[config.mk]
export PLATFORM = sky130hd
export DESIGN_NAME = tfna_sqrt_cell
export DESIGN_NICKNAME = d
export VERILOG_FILES = /design/src/rtl/core/tfna_pkg.sv /design/src/rtl/core/tfna_sqrt_cell.sv
export SDC_FILE = /design/constraint.sdc
export NUM_CORES = 1
export LEC_CHECK = 0
export BUFFER_PORTS_ARGS = -buffer_cell sky130_fd_sc_hd__buf_2
export CORE_AREA = 2 2 253 255
export DETAILED_ROUTE_END_ITERATION = 7
export DIE_AREA = 0 0 255 257
export HOLD_SLACK_MARGIN = 0.1
export PLACE_DENSITY = 0.52
export SLEW_MARGIN = 5
export SYNTH_ARGS = -nofsm -noshare
export SYNTH_HDL_FRONTEND = slang
export SYNTH_SLANG_ARGS = --single-unit
[constraint.sdc]
create_clock -name clk_i -period 1 [get_ports clk_i]
set_input_delay 0.05 -clock clk_i [delete_from_list [all_inputs] [get_ports clk_i]]
set_output_delay 0.05 -clock clk_i [all_outputs]
set_load 0.02 [all_outputs]
[src/rtl/core/tfna_pkg.sv]
// shared types and constants for the triangle face normal and area block
`default_nettype none

package tfna_pkg;

  localparam int TAG_W      = 20;
  localparam int COORD_W    = 24;
  localparam int NORMAL_W   = 16;
  localparam int AREA_W     = 49;
  localparam int THRESH_W   = 40;
  localparam int STATUS_W   = 2;
  localparam int NUM_AXES   = 3;
  localparam int APB_DATA_W = 64;
  localparam int APB_ADDR_W = 4;
  localparam int CMP_W      = 64;

  // register index is the 8-byte word number, taken from the top address bit
  localparam logic [0:0] REG_MIN_CROSS_LENGTH = 1'b0;

  typedef enum logic [STATUS_W-1:0] {
    STATUS_UPDATED    = 2'd0,
    STATUS_DEGENERATE = 2'd1,
    STATUS_SKIPPED    = 2'd2
  } tfna_status_e;

  // control travelling alongside each item through the cells
  typedef struct packed {
    logic             valid;
    logic             links;
    logic [TAG_W-1:0] tag;
  } tfna_side_t;

  typedef struct packed {
    logic [TAG_W-1:0]                   tag;
    logic                               links;
    logic [NUM_AXES-1:0][COORD_W-1:0]   corner;
    logic [NUM_AXES-1:0][COORD_W-1:0]   prev;
    logic [NUM_AXES-1:0][COORD_W-1:0]   next;
  } tfna_item_t;

endpackage

`default_nettype wire

[src/rtl/core/tfna_sqrt_cell.sv]
// one restoring square root cell: settles a single root bit
`default_nettype none

module tfna_sqrt_cell #(
  parameter int SW  = 102,
  parameter int LW  = 51,
  parameter int BIT = 0,
  parameter int DW  = 153
) (
  input  logic                 clk_i,
  input  logic                 rst_ni,
  input  logic                 en_i,
  input  tfna_pkg::tfna_side_t side_i,
  input  logic [SW-1:0]        rem_i,
  input  logic [LW-1:0]        root_i,
  input  logic [DW-1:0]        data_i,
  output tfna_pkg::tfna_side_t side_o,
  output logic [SW-1:0]        rem_o,
  output logic [LW-1:0]        root_o,
  output logic [DW-1:0]        data_o
);
  import tfna_pkg::*;

  logic [SW:0]   trial;
  logic          take;
  logic [SW-1:0] rem_d;
  logic [LW-1:0] root_d;
  tfna_side_t    side_q;
  logic [SW-1:0] rem_q;
  logic [LW-1:0] root_q;
  logic [DW-1:0] data_q;

  // (root + 2^b)^2 - root^2 = root * 2^(b+1) + 2^(2b)
  always_comb begin
    trial  = ((SW+1)'(root_i) << (BIT + 1)) + ((SW+1)'(1) << (2 * BIT));
    take   = {1'b0, rem_i} >= trial;
    rem_d  = take ? SW'({1'b0, rem_i} - trial) : rem_i;
    root_d = take ? (root_i | (LW'(1) << BIT)) : root_i;
  end

  always_ff @(posedge clk_i or negedge rst_ni) begin
    if (!rst_ni) begin
      side_q <= '0;
    end else if (en_i) begin
      side_q <= side_i;
    end
  end

  always_ff @(posedge clk_i) begin
    if (en_i) begin
      rem_q  <= rem_d;
      root_q <= root_d;
      data_q <= data_i;
    end
  end

  assign side_o = side_q;
  assign rem_o  = rem_q;
  assign root_o = root_q;
  assign data_o = data_q;

endmodule

`default_nettype wire

After elaboration in Yosys (flattened, before gate mapping)

Index checks and enable logic that the tools add are counted.

$add $sub $neg: 2
$lt $le $gt $ge: 1
Muxes and demuxes: 1

Operators with widths:

| operator              | count |
|---|---|
| $ge 102x53->1         | 1 |
| $mux 102              | 1 |
| $sub 102x53->102      | 1 |
| $add 52x1->53 const B | 1 |

Register bits after elaboration: 328
Input port bits: 331
Output and inout port bits: 328

Logic depth before layout (Yosys ltp)

Gate-level depths: netlist of the first run.

Depth after elaboration: 3
Depth in mapped cells: 15

Worst setup path after synthesis of the first run

OpenSTA, ideal clock, no wires.

Kind: input to register
Start: input port root_i[25]
End: register rem_q[86] (netlist: rem_o[86]) (data pin)
Library setup time: 0.271 ns
Data arrival time: 2.807 ns
Data required time: 0.729 ns
Slack: -2.078 ns
Stages on the path: 12
Buffers on the path: 2
Path through: inv_1 -> ha_1 -> clkbuf_1 -> nand4_1 -> or2_1 -> o221a_2 -> o21ba_2 -> o32ai_2 -> nor2_8 -> buf_4 -> o41ai_1 -> o41ai_1

Word-level cells in the longest chain between the ends: 3

Ends and longest elaborated chain:

| element                                                  | line                                       | RTL |
|---|---|---|
| start, declared                                          | tfna_sqrt_cell.sv:15                       | `input logic [LW-1:0] root_i,` |
| $add 52x1->53 (*)                                        | tfna_sqrt_cell.sv:35                       | `trial = ((SW+1)'(root_i) << (BIT + 1)) + ((SW+1)'(1) << (2 * BIT));` |
| $sub 102x53->102 / $ge 102x53->1 (equally long branches) | tfna_sqrt_cell.sv:37, tfna_sqrt_cell.sv:36 |  |
| $mux 102 (*)                                             | tfna_sqrt_cell.sv:37                       | `rem_d = take ? SW'({1'b0, rem_i} - trial) : rem_i;` |
| via rem_d[86]                                            | tfna_sqrt_cell.sv:26                       | `logic [SW-1:0] rem_d;` |
| end signal, assigned                                     | tfna_sqrt_cell.sv:51                       | `rem_q <= rem_d;` |
| end, declared                                            | tfna_sqrt_cell.sv:29                       | `logic [SW-1:0] rem_q;` |

The timed path passes the listed nets; every way through them passes the cells marked *.
A chain may end at the register's enable or synchronous reset.

Worst setup path after layout of the first run

Start: input port rem_i[90]
End: register rem_q[80] (netlist: rem_o[80]) (data pin)

Word-level cells in the longest chain between the ends: 2

Ends and longest elaborated chain:

| element         | line                 | RTL |
|---|---|---|
| start, declared | tfna_sqrt_cell.sv:14 | `input logic [SW-1:0] rem_i,` |
| $ge 102x53->1   | tfna_sqrt_cell.sv:36 | `take = {1'b0, rem_i} >= trial;` |
| $mux 102        | tfna_sqrt_cell.sv:37 |  |
| via rem_d[80]   | tfna_sqrt_cell.sv:26 |  |

The timed path passes the listed nets, and every way through them passes these cells.

==> results.json, run 1 <==
{
  "finish.net_count": 3015,
  "die_w_microns": 255,
  "r2r_end": "side_o[12]$_DFFE_PN0P_",
  "finalCoreUtilization_pct": 48.8,
  "p_int_mw": 31.9,
  "drt-wirelength-per-cell_microns": 20.3,
  "synth_async_sr_flop_share_pct": 6.71,
  "fin_cells": 3512,
  "cts-root-buf": "clkbuf_16",
  "hold_path_end": "rem_o[1]$_DFFE_PP_",
  "ys_ff_latch": 328,
  "arrival_ps": 2920,
  "drtIter0Drc": 886,
  "syn_nets": 1622,
  "postSynthAreaPerCell_sq_um": 12.5,
  "ctsHtreeMaxLevel": 2,
  "max_freq_ghz": 0.379,
  "synthFlopType": "edfxtp_1",
  "design_area_sq_um": 30600,
  "clockBufferDepth": 3,
  "cp-end-kind": "flip-flop",
  "required_ps": 1280,
  "overflow": 0,
  "clock_power_share_pct": 34.0,
  "grt_max_degree": 38,
  "yosysWarnings": 0,
  "firstDrtPassIters": 5,
  "dp_slack_ps": -2450,
  "clkSinkCount": 328,
  "coreArea_sq_um": 62700,
  "timing.setup.tns_ps": -316760,
  "grt_pass1_vias": 16900,
  "fin_crit_sh_pct": 264,
  "power_density_nw_per_um2": 1450,
  "routed_wl_microns": 71300,
  "drive_above_1_share_pct": 49.5,
  "p_comb_share_pct": 26.9,
  "setup_violations": 759,
  "fin_skew_ps": 0,
  "place_hpwl_microns": 52200,
  "dp_cells": 3081,
  "r2r_start": "side_o[12]$_DFFE_PN0P_",
  "clkTransAtPathRegs_ps": 60,
  "die_area_sq_um": 65500,
  "slew_headroom_pct": 53.8,
  "rr_worst_depth": 2,
  "hold_depth": 3,
  "grt_first_pass_wirelength_microns": 98900,
  "placed_cell_area_sq_um": 22800,
  "rsz0062_at_grt": "true",
  "synth_edf_count": 306,
  "syn2layout_area_growth_pct": 97.2,
  "cap_viol_max_count": 0,
  "p_leak_nw": 13.2,
  "outcome": "finished with violations",
  "port_buffers": 658,
  "ant_nets": 0,
  "violations": "setup timing",
  "viasPerCell": 4.51,
  "min_path_type": "primary input to flip-flop",
  "clk-insertion-delay-late_ps": 550,
  "cts_buffers": 39,
  "min-delay-start": "root_i[0]",
  "vias": 15800,
  "initial_core_util_pct": 24.7,
  "cts_tree": "done",
  "r2r_setup_slack_ps": 70,
  "ir_worst_vdd_mv": 1.10,
  "cp-start-kind": "primary input",
  "layout_setup_ws_ps": -1640,
  "syn-instance-count": 1238,
  "slew_violations": 0,
  "worstMarginPinSlew_ps": 690,
  "p_sw_mw": 12.4,
  "hold_viol": 0,
  "fin_crit_ps": 2640,
  "fill_cells": 5507,
  "pwr-share-seq_pct": 39.0,
  "grtUsageTotal_pct": 20.0,
  "swShare_pct": 27.9,
  "antenna_found_initial": 18,
  "crit_type": "primary input to flip-flop",
  "rows": 92,
  "yosys.cell_types.count": 72,
  "synthesis.area_sq_um": 15500,
  "synth_seq_area_share_pct": 62.8,
  "path_max_fanout": 7,
  "pin_count": 659,
  "place_congestion": 0.886,
  "remaining_drc_errors": 0,
  "die_y_microns": 257
}
-- cell usage in the layout (no fill, tap or decap), types with 25 or more instances in the layout --
| cell | count |
|---|---|
| o21ai_0 | 32 |
| buf_4 | 367 |
| o21ai_2 | 37 |
| nand4_1 | 25 |
| xnor2_1 | 33 |
| dlygate4sd3_1 | 331 |
| nand2_1 | 108 |
| buf_2 | 366 |
| nor3_1 | 29 |
| a21oi_1 | 57 |
| xor2_1 | 61 |
| clkbuf_16 | 46 |
| ha_1 | 49 |
| edfxtp_1 | 306 |
| a21o_1 | 30 |
| nor2_1 | 58 |
| inv_1 | 66 |
| buf_6 | 301 |
-- worst max-delay path, stage by stage --
cell and delay (ps):
buf_6 90, or4_4 550, nor3_4 140, nand3b_1 120, or3_4 400, or4b_4 520
a211o_4 330, buf_8 160, o21ai_4 180, buf_6 170, a2111oi_4 60, xor2_1 160
-- sequential cells by signal, indices dropped and copies added (netlist names) --
register / flops
data_o: 153
root_o: 51
rem_o: 102
side_o: 22
-- cell families (layout without fill, tap and decap cells) --
family / count (synthesis) / after routing / synth area share, %
AO/OA/AOI/OAI: 249 / 249 / 10.3
multiplexers: 29 / 29 / 2.10
buffers and inverters: 113 / 1535 / 2.99
AND/OR/NAND/NOR: 368 / 368 / 12.0
adder cells (fa/ha/maj): 53 / 53 / 4.32
other: 0 / 6 / 0
flip-flops: 328 / 328 / 62.8
XOR/XNOR: 98 / 98 / 5.53
-- timing repair --
action | in CTS | in global routing
pin swaps | 33 | 47
hold buffers | 331 | 1
endpoints found under the hold margin | 388 | 41
buffers inserted | 8 | 9
resized for setup | 441 | 372
gates cloned | 1 | 9
setup endpoints to repair | 431 | 781
-- cell usage after synthesis, drive strengths merged, types with 11 or more instances --
library cell,n,area share [%]
edfxtp,306,59
buf,13,0.57
o21a,11,0.53
dfrtp,22,3.5
nor2,63,1.6
nand2,118,2.9
or3,18,0.73
xor2,62,3.5
inv,66,1.6
ha,52,4.2
a21oi,62,2.0
nor3,45,1.5
clkbuf,34,0.82
a21o,30,1.5
o21ai,81,2.6
or2,11,0.44
mux2,29,2.1
xnor2,36,2.0
nand4,25,1.0
or4,11,0.56
nor4,26,1.0
nand3,11,0.35
-- power by group through the flow --
stage	Clock, mW	Sequential, mW	Combinational (mW)
4_1_cts	15.5	17.2	11.0
3_5_place_dp	0	17.2	8.95
5_1_grt	16.1	17.4	12.6
3_3_place_gp	0	17.2	8.90
6_report	15.1	17.3	11.9
2_1_floorplan	0	18.9	2.33
-- layout make-up --
class / count / area (sq um) / share of cell area [%]
Multi-Input combinational cell: 797 / 6220 / 20.3
Clock inverter: 26 / 322 / 1.05
Sequential cell: 328 / 9740 / 31.8
Clock buffer: 44 / 1030 / 3.35
Tap cell: 846 / 1060 / 3.46
Inverter: 66 / 248 / 0.810
Timing Repair Buffer: 1399 / 12000 / 39.1
Antenna cell: 6 / 15.0 / 0.0491
-- worst max path at each step --
stage	depth (start not counted)	slack, ps	endpoint	startpoint
after floorplan	10	-1990	rem_o[27]$_DFFE_PP_	rem_i[90]
after global placement	15	-2380	rem_o[80]$_DFFE_PP_	root_i[27]
after detailed placement	15	-2450	rem_o[80]$_DFFE_PP_	root_i[27]
after CTS	11	-1610	rem_o[63]$_DFFE_PP_	rem_i[90]
after global routing	12	-1700	rem_o[98]$_DFFE_PP_	rem_i[90]
final	12	-1640	rem_o[80]$_DFFE_PP_	rem_i[90]
-- layer usage --
metal | part of all wire [%] | global-route usage, % | routed length, microns
met3 | 6.7 | 4.97 | 4770
met5 | 0.18 | 0 | 127
met2 | 52 | 37.0 | 37200
met1 | 36 | 21.0 | 25900
met4 | 4.7 | 9.05 | 3370
-- stage by stage --
stage	power (mW)	hold WS (ps)
4_1_cts	43.6	-1.04
2_1_floorplan	21.2	-246
3_3_place_gp	26.1	36.3
6_report	44.3	68.5
3_5_place_dp	26.2	49.1
5_1_grt	46.1	63.8
Note: power is estimated with default switching activity, not from simulation.
==> run 2, diff against run 1 <==
--- a/config.mk
+++ b/config.mk
@@ -10,7 +10,6 @@
 export DETAILED_ROUTE_END_ITERATION = 7
 export DIE_AREA = 0 0 255 257
 export HOLD_SLACK_MARGIN = 0.1
-export PLACE_DENSITY = 0.52
 export SLEW_MARGIN = 5
 export SYNTH_ARGS = -nofsm -noshare
 export SYNTH_HDL_FRONTEND = slang
==> run 2 against run 1 <==
Against the previous run: the run still ends with setup timing left; critical path type unchanged; sequential share of layout area is 0.19 points lower; sequential power hardly changed; combinational power hardly changed.
==> results.json, run 2 (synthesis results as in run 1) <==
{
  "outcome": "finished with violations",
  "violations": "setup timing",
  "antenna_found_initial": 9,
  "cts_buffers": 39,
  "cp-start-kind": "primary input",
  "largest_reg_flops": 153,
  "port_buffers": 658,
  "placed_cell_area_sq_um": 22800,
  "grtUsageTotal_pct": 21.0,
  "cp_num_cells": 10,
  "rr_worst_depth": 3,
  "required_ps": 1300,
  "hold_depth": 2,
  "cp-end-kind": "flip-flop",
  "crit_slowest_cell": "or4_4",
  "top_usage_layer": "met2",
  "met1_usage_pct": 22.7,
  "clk-insertion-delay-late_ps": 550,
  "pin_count": 659,
  "cts_tree": "done",
  "design_area_sq_um": 30800,
  "die_area_sq_um": 65500,
  "die_w_microns": 255,
  "fin_skew_ps": 0,
  "remaining_drc_errors": 0,
  "initial_core_util_pct": 24.7,
  "drtIter0Drc": 1094,
  "dp_cells": 3085,
  "place_hpwl_microns": 52900,
  "clkSinkCount": 328,
  "finish.net_count": 3047,
  "p_leak_nw": 13.2,
  "crit_buf_inv": 2,
  "fin_crit_sh_pct": 264,
  "drive_above_1_share_pct": 49.8,
  "fin_cells": 3544,
  "firstDrtPassIters": 5,
  "die_y_microns": 257,
  "slew_headroom_pct": 65.3,
  "ir_worst_vdd_mv": 1.27,
  "place_congestion": 0.920,
  "slew_violations": 0,
  "rows": 92,
  "clockBufferDepth": 3,
  "met3_usage_pct": 3.65,
  "grt_pass1_vias": 17400,
  "rsz0062_at_grt": "true",
  "routed_wl_microns": 75200,
  "vias": 16400,
  "drt-wirelength-per-cell_microns": 21.2,
  "worstMarginPinSlew_ps": 520,
  "max_freq_ghz": 0.378,
  "clkTransAtPathRegs_ps": 60,
  "slowest_delay_ps": 550,
  "worstPathCellList": "buf_6 > or4_4 > nor3_4 > nand3b_1 > or3_4 > or4b_4 > a211o_4 > nor2_8 > buf_12 > mux2_2",
  "viasPerCell": 4.63,
  "final_common_cell": "buf_4",
  "grt_util_met2_pct": 39.6,
  "path_max_fanout": 14,
  "layout_setup_ws_ps": -1640,
  "power_density_nw_per_um2": 1450,
  "setup_violations": 434,
  "coreArea_sq_um": 62700,
  "fin_crit_ps": 2640,
  "ant_nets": 0,
  "most-common-layout-cells": "buf_4, buf_2, dlygate4sd3_1",
  "overflow": 0,
  "cp_top_family": "simple AND/OR/NAND/NOR gates",
  "min_path_type": "primary input to flip-flop",
  "cap_viol_max_count": 0,
  "hold_viol": 0,
  "ctsHtreeMaxLevel": 2,
  "arrival_ps": 2940,
  "grt_max_degree": 33,
  "cts-root-buf": "clkbuf_16",
  "grt_first_pass_wirelength_microns": 104000,
  "syn2layout_area_growth_pct": 98.3,
  "crit_type": "primary input to flip-flop"
}
==> run 2: path summary, 6_finish.rpt <==
| path | from | end | slack, ps |
|---|---|---|---|
| worst max-delay path | rem_i[90] | rem_o[5]$_DFFE_PP_ | -1640 |
| worst min-delay path | en_i | data_o[42]$_DFFE_PP_ | 70 |
| worst max register to register | side_o[21]$_DFFE_PN0P_ | side_o[21]$_DFFE_PN0P_ | -30 |
| worst min register to register | side_o[4]$_DFFE_PN0P_ | side_o[4]$_DFFE_PN0P_ | 530 |
| max in group asynchronous | rst_ni | side_o[8]$_DFFE_PN0P_ | 200 |
| min in group asynchronous | rst_ni | side_o[16]$_DFFE_PN0P_ | 550 |
==> run 2: report_power, final <==
| part | switching, mW | total [mW] | internal (mW) | leakage [nW] |
|---|---|---|---|---|
| logic | 5.90 | 12.1 | 6.21 | 9.30 |
| registers | 0.760 | 17.3 | 16.6 | 3.25 |
| clock network | 6.12 | 15.0 | 8.92 | 0.636 |
| total | 12.8 | 44.5 | 31.7 | 13.2 |
==> run 2: routing by layer <==
| layer | part of all wire, % | routed length, microns |
|---|---|---|
| met1 | 36 | 27400 |
| met5 | 0.037 | 28 |
| met2 | 52 | 39100 |
| met4 | 5.3 | 4010 |
| met3 | 6.2 | 4680 |
==> run 2: cell type report <==
| type | count | area (sq um) |
|---|---|---|
| Fill cell | 5328 | 32000 |
| Timing Repair Buffer | 1431 | 12200 |
| Sequential cell | 328 | 9740 |
| Multi-Input combinational cell | 797 | 6200 |
| Tap cell | 846 | 1060 |
| Clock buffer | 43 | 1010 |
| Clock inverter | 26 | 319 |
| Inverter | 66 | 248 |
| Antenna cell | 7 | 17.5 |
==> run 2: repair_timing <==
item	4_1_cts	5_1_grt
pin swaps	41	28
endpoints found under the setup margin	431	460
gates cloned	5	0
resized for setup	481	319
buffers inserted	34	20
hold buffers	331	2
endpoints found under the hold margin	495	129
==> run 2: through the flow <==
step	setup TNS (ps)	setup WS (ps)	hold WS (ps)	power (mW)	utilization, %
5_1_grt	-224560	-1720	41.4	46.0	49.1
6_report	-206410	-1640	66.6	44.5	49.1
2_1_floorplan	-192200	-1990	-246	21.2	-
3_3_place_gp	-234850	-2470	31.0	26.2	36.4
3_5_place_dp	-238990	-2500	38.5	26.3	36.4
4_1_cts	-209440	-1560	-210	43.7	47.1
